==> src/design/krt_ram.sv <==
`default_nettype none
module krt_ram #(
  parameter int WIDTH = 8,
  parameter int DEPTH = 16,
  localparam int AW   = (DEPTH > 1) ? $clog2(DEPTH) : 1
) (
  input  wire logic             clk,
  input  wire logic             we,
  input  wire logic [AW-1:0]    waddr,
  input  wire logic [WIDTH-1:0] wdata,
  input  wire logic [AW-1:0]    raddr,
  output logic      [WIDTH-1:0] rdata
);

  logic [WIDTH-1:0] mem [DEPTH];

  always_ff @(posedge clk) begin
    if (we) begin
      mem[waddr] <= wdata;
    end
    rdata <= mem[raddr];
  end

endmodule
`default_nettype wire

==> config.mk <==
export PLATFORM = sky130hd
export DESIGN_NAME = krt_ram
export DESIGN_NICKNAME = d
export VERILOG_FILES = /design/src/design/krt_ram.sv
export SDC_FILE = /design/constraint.sdc
export NUM_CORES = 1
export LEC_CHECK = 0
export BUFFER_PORTS_ARGS = -buffer_cell sky130_fd_sc_hd__buf_2
export CAP_MARGIN = 20
export CORE_ASPECT_RATIO = 0.8
export CORE_MARGIN = 3
export CORE_UTILIZATION = 35
export CTS_BUF_LIST = sky130_fd_sc_hd__clkbuf_2
export DETAILED_ROUTE_END_ITERATION = 12
export SLEW_MARGIN = 25
export SYNTH_ARGS = -nofsm -noshare
export SYNTH_HDL_FRONTEND = slang
export SYNTH_SLANG_ARGS = --single-unit
==> constraint.sdc <==
create_clock -name clk -period 5.37 [get_ports clk]
set_input_delay 1.074 -clock clk [delete_from_list [all_inputs] [get_ports clk]]
set_output_delay 1.074 -clock clk [all_outputs]
set_load 0.02 [all_outputs]
==> run summary, run 1 <==
The flow ran to the end, and the final reports show no timing, DRC or antenna violations. The tools report the number of core rows as 38. The post-route netlist has 27.86% of its cells at a drive strength greater than 1.

Summed over all layers, the routed wires come to 9.978 mm. The tightest hold margin came out at 0.7046 ns. The critical path is of the reg -> out type.

Fmax: 433.0 MHz. Post-CTS repair changed the size of 0 cells. The final weighted congestion in routability-driven placement was 0.7173. Detailed placement finished with a half-perimeter wire length of 6.378 mm.

The tools report the final number of hold-violating endpoints as 0. Dominant synthesized flop cell: sky130_fd_sc_hd__edfxtp_1. For the finished layout, the period the worst path requires is 2.310 ns.

For the final routed database, the setup TNS stands at 0 ns. At the pin with the least slew margin, the transition time is 0.9945 ns. Setup repair after global routing left no endpoint under its margin. The dominant delay contributor by cell family on the critical path was flip-flops.

For this configuration, the core starts out at a cell density of 36.82%. The area growth from synthesis to layout was 11.55%; the overflow left after global routing was 0. The kind of launch point of the worst setup path was a flip-flop.

The TritonCTS buffer count came out at 17. Yosys attributes the largest share of cell area to sky130_fd_sc_hd__edfxtp_1 (75%), sky130_fd_sc_hd__mux4_2 (7.9%), sky130_fd_sc_hd__mux4_1 (7.1%). Across the run, the number of max-cap violations was 0.

The cell area that synthesis handed to floorplanning was 5147 um2. The average footprint of a synthesized cell was 22.48 um2. For the worst-skew pair, the clock arrives at the later sink with an insertion delay of 0.65 ns. The worst setup slack after placement was 2.540 ns; the pin count of the biggest net entering global routing was 33. Counting flops with an async set or reset pin after synthesis yields a share of 0%. The count of nets after finishing is 285.

IR analysis of the VDD net gives a maximum drop of 172.5 uV. Global routing consumed, over all layers together, 13.21% of the routing resources. After layout, the design draws a total of 2.012 mW. The H-tree was split into 4 levels. For this run, the register share of the synthesized area comes to 77.78%. Counting every net in the synthesized netlist gives 247. For the via count of the first global-routing pass, the log shows 2,526. Total die area: 16,210 um2. The worst min-delay path category was reg -> reg.

After the first detailed-routing iteration, the DRC count stood at 172. The tools report the final worst setup slack as 3.060 ns. The cell chosen for the clock root is sky130_fd_sc_hd__clkbuf_2. The number of top-level pins is 26, and the wire length per cell after detailed routing is 21.69 um. The top-area cell type share of the netlist area was 74.67%; the number of routed nets with antenna violations was 0.

The number of enable-type register cells in the synthesized netlist was 128. The first global-routing pass estimated 15.14 mm of wire. TritonCTS built the clock tree. The biggest fanout along the worst timing path was 1; the number of sinks on the clock net was 136. The initial antenna violation count is 0.

Dividing total power by cell area gives a power density of 350.5 nW/um2. The via count was 2,407; the clock skew was 0.02279 ns. In this run the deepest clock path goes through 2 buffers. The critical path goes through buf_2. The run gives 428 as the number of cells in the design after placement. The logs give 0 for the final max-slew violation count and 0 for the post-route DRC violation count. The max-slew headroom at the worst pin is 33.46%, and the buffers inserted during post-CTS setup optimization is 0.

Arrival time at the worst endpoint: 1.24 ns. Worst-path cell with the longest stage delay: sky130_fd_sc_hd__dfxtp_1. The number of hold buffers added after cts was 0; the number of warning messages in the yosys log was 0. The die is 141.6 um wide.

The multi-input combinational cells in the finished layout cover a total of 1062 um2. The post-route non-filler standard cell count is 460, and the height of the die is 114.5 um. Counting flops and latches in the post-synthesis netlist gives 136. Counting the fill cells in the layout gives 1,247.

Area of the core region: 13,980 um2. Final worst-path cycle share: 43.01%. The gate count after technology mapping was 229. The clock-pin slew on the worst setup and hold paths is 0.19 ns. The run gives 0 as the antenna diode count. In the routed layout, each cell is associated on average with a via count of 5.233. The buffering stage count on the worst path with inverters included works out to 1. sky130_fd_sc_hd__edfxtp_1 takes more of the synthesized area than any other cell.

The tools report the leakage power figure as 1.880 nW. The final setup violation count was 0; the flip-flop and latch area was 4004 um2. In this run, distinct cell masters in the synthesized netlist total 19. The number of I/O port buffers came out at 25. The nature of the critical path endpoint is an output pin. The critical path's largest stage delay was 0.41 ns. The length of the first detailed-routing pass in iterations is 4, and the required time at the endpoint of the critical path is 4.30 ns.
## placed cells by master (no fill, tap or decap)
cell	instances
sky130_fd_sc_hd__nor2_1	13
sky130_fd_sc_hd__nor3_2	1
sky130_fd_sc_hd__nor2b_1	1
sky130_fd_sc_hd__clkinv_1	3
sky130_fd_sc_hd__buf_2	24
sky130_fd_sc_hd__nand2b_1	2
sky130_fd_sc_hd__clkinvlp_4	3
sky130_fd_sc_hd__nand3_1	1
sky130_fd_sc_hd__nor3_1	3
sky130_fd_sc_hd__and2b_1	1
sky130_fd_sc_hd__and2_1	1
sky130_fd_sc_hd__dfxtp_1	8
sky130_fd_sc_hd__clkbuf_2	17
sky130_fd_sc_hd__mux4_1	14
sky130_fd_sc_hd__nand2_1	9
sky130_fd_sc_hd__clkinv_2	3
sky130_fd_sc_hd__clkinv_4	1
sky130_fd_sc_hd__mux4_2	18
sky130_fd_sc_hd__edfxtp_1	128
sky130_fd_sc_hd__nand3b_1	2
sky130_fd_sc_hd__buf_4	5
sky130_fd_sc_hd__bufinv_16	5
sky130_fd_sc_hd__or3b_2	1
sky130_fd_sc_hd__a22oi_1	16
## final timing paths
check	startpoint	end	slack, ns	depth (start not counted)
max	rdata[4]	rdata[4]	3.06	1
min	mem[11][2]	rdata[2]	0.70	3
max reg2reg	mem[1][0]	rdata[0]	4.01	3
min reg2reg	mem[11][2]	rdata[2]	0.70	3
## cell type report
type,instances,area share (%)
Tap cell,180,3.922
Clock buffer,17,1.482
Timing Repair Buffer,29,2.746
Multi-Input combinational cell,83,18.50
Sequential cell,136,69.73
Clock inverter,15,3.617
## cells in the mapped netlist, types with 2 or more instances
library cell                      number
sky130_fd_sc_hd__a22oi_1              16
sky130_fd_sc_hd__buf_2                 3
sky130_fd_sc_hd__buf_6                 3
sky130_fd_sc_hd__clkdlybuf4s25_2       3
sky130_fd_sc_hd__dfxtp_1               8
sky130_fd_sc_hd__edfxtp_1            128
sky130_fd_sc_hd__mux4_1               14
sky130_fd_sc_hd__mux4_2               18
sky130_fd_sc_hd__nand2_1               9
sky130_fd_sc_hd__nand2b_1              2
sky130_fd_sc_hd__nand3b_1              2
sky130_fd_sc_hd__nor2_1               13
sky130_fd_sc_hd__nor3_1                4
## state kept, by name, indices dropped and copies added (netlist names)
register,cells
rdata,8
mem,128
## layer usage
| metal | vias to the layer above | global-route usage, % | routed length (um) |
|---|---|---|---|
| met3 | 15 | 4.217 | 596 |
| met4 | 0 | 5.051 | 180 |
| met5 | - | 0 | 0 |
| met1 | 1273 | 17.70 | 4428 |
| li1 | 1055 | - | - |
| met2 | 64 | 20.31 | 4772 |
## power by group
part | internal [mW] | total (mW) | switching (mW)
logic | 0.0430 | 0.112 | 0.0687
registers | 1.19 | 1.19 | 0.00744
clock network | 0.345 | 0.708 | 0.363
## cells by family (layout without fill, tap and decap cells)
group                  count (synthesis)  after routing  synth area share (%)
AO/OA/AOI/OAI                         16             16                 2.334
AND/OR/NAND/NOR                       35             35                 3.184
multiplexers                          32             32                 15.02
flip-flops                           136            136                 77.78
buffers and inverters                 10             61                 1.677
## per-stage QoR
step | cell area (um2) | utilization [%]
3_3_place_gp | 5434 | 38.87
3_5_place_dp | 5449 | 38.98
2_1_floorplan | 5147 | -
6_report | 5742 | 41.08
5_1_grt | 5742 | 41.08
4_1_cts | 5742 | 41.08
No activity file was read; power rests on OpenSTA's default activity.
==> inputs of run 2 (changes only) <==
Clock period 5.37 ns to 2 ns, I/O delays scaled along.
==> run 2 against run 1 <==
Effect of this change:
- non-clock buffer count grew 24
- largest power group unchanged
- clock power grew to 2.9 times the previous value
- critical path type unchanged
- critical path depth is the same
- clock skew grew 0.0065 ns
==> run summary, run 2 (synthesized netlist as in run 1, its figures left out) <==
The worst setup slack after placement came out at 0.1157 ns (-2.424 ns). Launch instance of the worst min-delay path: wdata[3]. The tools report the maximum VDD drop as 471.0 uV (+170%). The leakage power figure was 2.036 nW (+8.3%).

Clock skew: 0.02934 ns (+0.006549 ns). The wire length of the first global-routing pass is 15.41 mm (+1.8%), and the number of I/O port buffers is 25 (unchanged). The fraction of power spent switching nets was 21.53% (-0.29 points); the number of hold buffers added after cts was 0 (unchanged).

The tools report the multi-input combinational cell area as 1057 um2 (-0.47%). The capture endpoint of the worst hold path was mem[5][3]. The total die area is 16,210 um2 (unchanged).

The buffers inserted during post-CTS setup optimization was 0 (unchanged). The required time at the endpoint of the critical path was 1.60 ns (-2.70 ns); the overflow left after global routing was 0 (unchanged). The tools report the final max-slew violation count as 0 (unchanged).

Compared with the post-synthesis result, the final layout area differs by 16.38%. Among all stages on the critical path, the largest delay is contributed by sky130_fd_sc_hd__dfxtp_1. The buffering stage count on the worst path with inverters included works out to 1 (unchanged). The logs give 0.66 ns (about the same) for the insertion delay of the later-clocked pin in the worst-skew pair and 5991 um2 (+4.3%) for the final non-filler cell area. The run gives 2,475 (+2.8%) as the via count. The worst hold path depth is 1 (-2).

The worst register-to-register path ends at rdata[7]. The sequential power share is 57.1% (-2.2 points), and the length of the first detailed-routing pass in iterations is 4 (unchanged). The share of layout cells above drive strength 1 was 33.55% (+5.7 points). The final worst-path cycle share works out to 83.51%. The height of the die was 114.5 um (unchanged).

The reported net switching power came out at 1.207 mW (+170%). STA classifies the critical path endpoint as an output pin. The register-to-register setup slack was 0.57 ns (-3.44 ns). Setup repair after global routing left no endpoint under its margin.

The pin count of the biggest net entering global routing is 33 (unchanged). The critical path's largest stage delay came out at 0.43 ns (+0.02 ns). The number of core rows is 38 (unchanged).

Final weighted congestion in routability-driven placement: 0.8224 (+15%). The logs give 4.398 mW (+180%) for the cell-internal power and 1,243 (-0.32%) for the count of filler cells inserted in the layout. Wire length per cell after detailed routing: 21.00 um (-3.2%).

The number of flip-flops in the largest register is 128 (unchanged), and the count of nets after finishing is 309 (+8.4%). For the area of the core region, the log shows 13,980 um2 (unchanged). The tools report the setup TNS after final layout as 0 ns (unchanged). By startpoint and endpoint, the worst setup path is classified as reg -> out. The initial antenna violation count was 0 (unchanged); the transition at the pin with the smallest max-transition slack was 0.4593 ns (-0.5352 ns). The cell chosen for the clock root was sky130_fd_sc_hd__clkbuf_2.

The final setup violation count was 0 (unchanged); the placed instance area was 5659 um2 (+3.9%). The number of H-tree levels was 4 (unchanged); the share of the core filled with cells in the final layout was 42.86% (+1.8 points). The run gives 0 (unchanged) as the total of max-cap violations. The detailed placement HPWL was 6.681 mm (+4.7%); the biggest fanout along the worst timing path was 1 (unchanged). For the via count of the first global-routing pass, the log shows 2,555 (+1.1%). Grouping stages by cell kind, the critical path spends the most delay in flip-flops. Most common cell after layout, fill and taps aside: sky130_fd_sc_hd__edfxtp_1.

The run gives 136 (unchanged) as the number of sinks on the clock net. The tools report the arrival time at the worst endpoint as 1.27 ns (+0.03 ns). The cell count of the worst reg-to-reg path was 3 (unchanged). For the number of routed nets with antenna violations, the log shows 0 (unchanged). Number of top-level pins: 26 (unchanged). The final number of hold-violating endpoints was 0 (unchanged); the max-slew headroom at the worst pin was 69.38% (+36 points). The via density per instance is 5.114 (-2.3%), and the final critical path time including I/O delays and setup is 1.670 ns. The final worst setup slack came out at 0.3299 ns (-2.730 ns).

The tools report the antenna diode count as 0 (unchanged). The run finished with clean final reports. In the final layout, the registers with the most flip-flops are mem (128), rdata (8).

In the layout the commonest cells are sky130_fd_sc_hd__edfxtp_1 (128), sky130_fd_sc_hd__buf_2 (25), sky130_fd_sc_hd__buf_4 (25), sky130_fd_sc_hd__mux4_2 (18), sky130_fd_sc_hd__clkbuf_2 (17). The tightest min-delay check is of the in -> reg type. The fmax was 598.8 MHz; the effective utilization at floorplan was 36.82% (unchanged). The combinational power share is 5.8% (+0.2 points). The run gives 0 (unchanged) as the post-route DRC violation count. The TritonCTS buffer count came out at 17 (unchanged). The logs give 180 (+4.7%) for the number of violations reported at the end of detailed-routing iteration 0 and 13.41% (+0.21 points) for the total routing resource utilization after global routing.

Walking the worst path, the cells encountered are buf_2. TritonCTS built the clock tree. The total routed wirelength is 10.17 mm (+1.9%), and the fraction of power consumed by the clock network is 37.1% (+1.9 points). The die span in x came out at 141.6 um (unchanged).

The flip-flop and latch area came out at 4004 um2 (unchanged). The kind of launch point of the worst setup path was a flip-flop. Power per cell area: 935.6 nW/um2 (+170%). For the count of instances resized after the clock tree is built, the log shows 0 (unchanged). In this run the critical register-to-register path is launched from mem[10][7]. The run gives 2 (unchanged) as the largest buffer count on any clock path. The clock-pin slew on the worst setup and hold paths was 0.20 ns (about the same). mem holds more flip-flops than any other register.
## run 2: how the worst max path moves through the flow
stage	from	endpoint	slack, ns	cells past startpoint
2_1_floorplan	waddr[2]	mem[0][0]	0.11	2
3_3_place_gp	raddr[0]	rdata[7]	0.12	5
3_5_place_dp	raddr[0]	rdata[7]	0.12	5
4_1_cts	rdata[7]	rdata[7]	0.28	1
5_1_grt	rdata[7]	rdata[7]	0.23	1
6_report	rdata[7]	rdata[7]	0.33	1
## run 2: layout make-up
cell class              count  area share [%]
clock inverters            15           4.114
flip-flops and latches    136           66.83
clock buffers              17           1.420
multi-input cells          83           17.65
well taps                 180           3.759
repair buffers             53           6.224
## run 2: power groups by stage
stage	clock, mW	combinational, mW	sequential [mW]
CTS	2.14	0.332	3.20
detailed placement	0	0.332	3.27
global placement	0	0.325	3.27
floorplan	0	0.162	3.28
global route	2.28	0.354	3.21
finish	2.08	0.325	3.20
## run 2: routing by layer
metal / part of all wire [%] / GRT usage [%] / vias to the layer above / routed length (um)
met2: 47 / 20.66 / 68 / 4789
met3: 5.1 / 3.925 / 11 / 522
met4: 0.96 / 4.092 / 0 / 98
li1: - / - / 1099 / -
met1: 47 / 18.65 / 1297 / 4755
met5: 0 / 0 / - / 0
## run 2: per-stage QoR
| stage | hold WS [ns] | total power [mW] | std cells |
|---|---|---|---|
| CTS | 0.02729 | 5.675 | 484 |
| detailed placement | 0.6673 | 3.599 | 452 |
| global route | 0.001575 | 5.842 | 484 |
| finish | 0.1021 | 5.605 | 484 |
| global placement | 0.6638 | 3.590 | 452 |
| floorplan | 0.4989 | 3.445 | 229 |
==> inputs of run 3 (changes only) <==
Clock period 2 ns to 1.7 ns, I/O delays scaled along.
==> run 3 against run 2 <==
Effect of this change:
- combinational power rose by 24%
- clock skew rose by 0.0048 ns
- largest power group unchanged
- global-route usage fell by 0.28 points
- critical endpoint is now rdata[4]
- first-iteration DRC count rose by 14%
- design area rose by 0.58%
- sequential share of layout area fell by 0.37 points
- critical path depth did not move
==> run summary, run 3 (synthesized netlist as in run 1, its figures left out) <==
The number of H-tree levels is 4 (unchanged). The overflow left after global routing is 0 (unchanged), and the maximum VDD drop is 610.3 uV (+30%). The largest buffer count on any clock path was 2 (unchanged). The final critical path takes up 91.04% of the cycle. The via count of the first global-routing pass came out at 2,565 (+0.39%). The tools report the number of routed nets with antenna violations as 0 (unchanged). For the clock skew, the log shows 0.03417 ns (+0.004826 ns). The number of I/O port buffers is 25 (unchanged), and the number of top-level pins is 26 (unchanged).

The cell count of the worst reg-to-reg path was 4 (+1). Traced cell by cell, the critical path runs through buf_2. The cell family contributing the most delay on the critical path is flip-flops. The register-to-register setup slack was 0.19 ns (-0.38 ns); the number of core rows was 38 (unchanged).

The share of layout cells above drive strength 1 is 34.38% (+0.83 points). Compared with the post-synthesis result, the final layout area differs by 17.06%. The critical path's largest stage delay was 0.39 ns (-0.04 ns); the number of stages on the worst setup path was 1 (unchanged). The logs give 6.533 mm (-2.2%) for the detailed placement HPWL and 324 (+4.9%) for the count of nets after finishing. The tools report the kind of launch point of the worst setup path as a flip-flop. The startpoint identified for the worst register-to-register timing path is mem[3][7]. After layout, the minimum clock period comes to 1.548 ns. Worst min-delay path category: in -> reg. The wire length of the first global-routing pass was 15.35 mm (-0.40%); the total power of the final layout was 6.082 mW (+8.5%).

For the fmax, the log shows 646.2 MHz. For the number of cells in the design after placement, the log shows 459 (+1.5%). Area of the core region: 13,980 um2 (unchanged). Setup repair after global routing left no endpoint under its margin.

More flip-flops sit in one register than any other, and that register is mem. On the critical path, the stage with the largest delay is an instance of sky130_fd_sc_hd__dfxtp_2. Number of flip-flops in the largest register: 128 (unchanged). In the layout the commonest cells are sky130_fd_sc_hd__edfxtp_1 (128), sky130_fd_sc_hd__buf_4 (33), sky130_fd_sc_hd__buf_2 (25), sky130_fd_sc_hd__mux4_2 (18), sky130_fd_sc_hd__clkbuf_2 (17).

The transition at the pin with the smallest max-transition slack is 0.7735 ns (+0.3142 ns). TritonCTS buffer count: 17 (unchanged). The flow ran to the end, and the final reports show no timing, DRC or antenna violations. The buffering stage count on the worst path with inverters included was 1 (unchanged). The run gives 497 (+2.7%) as the post-route non-filler standard cell count. The biggest fanout along the worst timing path came out at 1 (unchanged).

The worst hold path depth was 3 (+2); the die span in x was 141.6 um (unchanged). The total routed wirelength is 9.926 mm (-2.4%). The final max-slew violation count is 0 (unchanged), and the leakage power figure is 2.054 nW (+0.86%).

The max-slew headroom at the worst pin is 48.24% (-21 points). In the final layout, the registers with the most flip-flops are mem (128), rdata (8). The length of the first detailed-routing pass in iterations was 4 (unchanged); the pin count of the biggest net entering global routing was 28 (-15%). The critical path is of the reg -> out type. Via count: 2,567 (+3.7%). The final setup violation count was 0 (unchanged). For the total routing resource utilization after global routing, the log shows 13.13% (-0.28 points).

The final weighted congestion in routability-driven placement is 0.7622 (-7.3%), and the setup TNS after final layout is 0 ns (unchanged). The post-route DRC violation count is 0 (unchanged), and the buffers inserted during post-CTS setup optimization is 0 (unchanged). The worst setup path is captured at an output pin.

The worst hold path begins at waddr[0]. Capture endpoint of the worst hold path: mem[0][7]. The initial antenna violation count was 0 (unchanged). The clock-pin slew on the worst setup and hold paths was 0.19 ns (about the same); the total of max-cap violations was 0 (unchanged). The via density per instance came out at 5.165 (+1.0%). The antenna diode count was 0 (unchanged). The tools report the required time at the endpoint of the critical path as 1.36 ns (-0.24 ns).

The total die area came out at 16,210 um2 (unchanged). Effective utilization at floorplan: 36.82% (unchanged). The height of the die works out to 114.5 um (unchanged). The tools report the arrival time at the worst endpoint as 1.21 ns (-0.06 ns). The cell chosen for the clock root is sky130_fd_sc_hd__clkbuf_2. The final number of hold-violating endpoints is 0 (unchanged). TritonCTS built the clock tree.

Most common cell after layout, fill and taps aside: sky130_fd_sc_hd__edfxtp_1. The logs give 136 (unchanged) for the number of sinks on the clock net and 205 (+14%) for the number of violations reported at the end of detailed-routing iteration 0. The run gives 0.66 ns (about the same) as the insertion delay of the later-clocked pin in the worst-skew pair.

Tightest hold margin: 0.2159 ns (+0.1138 ns). The power per cell area is 1009 nW/um2 (+7.9%). The wire length per cell after detailed routing works out to 19.97 um (-4.9%). In this run the critical register-to-register path is captured at rdata[7].
## run 3: worst max path at each step
stage	from	end
after global placement	raddr[0]	rdata[4]
after floorplan	waddr[2]	mem[3][0]
after detailed placement	raddr[0]	rdata[4]
after CTS	rdata[4]	rdata[4]
after global routing	rdata[4]	rdata[4]
final	rdata[4]	rdata[4]
## run 3: layer usage
layer | vias up | routed length, um | global-route usage (%) | part of all wire (%)
met4 | 0 | 192 | 4.731 | 1.9
met2 | 100 | 4632 | 19.55 | 47
li1 | 1125 | - | - | -
met5 | - | 0 | 0 | 0
met3 | 13 | 802 | 4.593 | 8.1
met1 | 1329 | 4299 | 18.05 | 43
## run 3: final cells by class
type / count / area, um2
tap: 180 / 225.2
multi-input combinational: 83 / 1062
timing repair buffer: 68 / 493.0
fill: 1236 / 7953
clock inverter: 13 / 155.1
clock buffer: 17 / 85.08
sequential: 136 / 4005
## run 3: worst min-delay path, delay by kind of cell
| family | cells | cell delay, ns |
|---|---|---|
| and+or+nand+nor | 1 | 0.07 |
| buffers and inverters | 2 | 0.30 |
## run 3: repair_timing
action                                  in CTS  in global routing
hold buffers                                 7                  1
endpoints found under the hold margin       55                  6
endpoints found under the setup margin       0                  1
resized for setup                            0                  1
## run 3: report_power, final
group | internal (mW) | total, mW | switching [mW]
clock network | 0.795 | 1.91 | 1.12
registers | 3.74 | 3.77 | 0.0216
logic | 0.179 | 0.402 | 0.223
## run 3: stage by stage
step           util [%]  area (um2)  worst slack, ns
6_report          43.11        6026           0.1524
5_1_grt           43.11        6026          0.04433
4_1_cts           43.03        6015          0.04507
3_5_place_dp      40.81        5704          -0.1453
3_3_place_gp      40.81        5704          -0.1378
2_1_floorplan         -        5152          0.09385
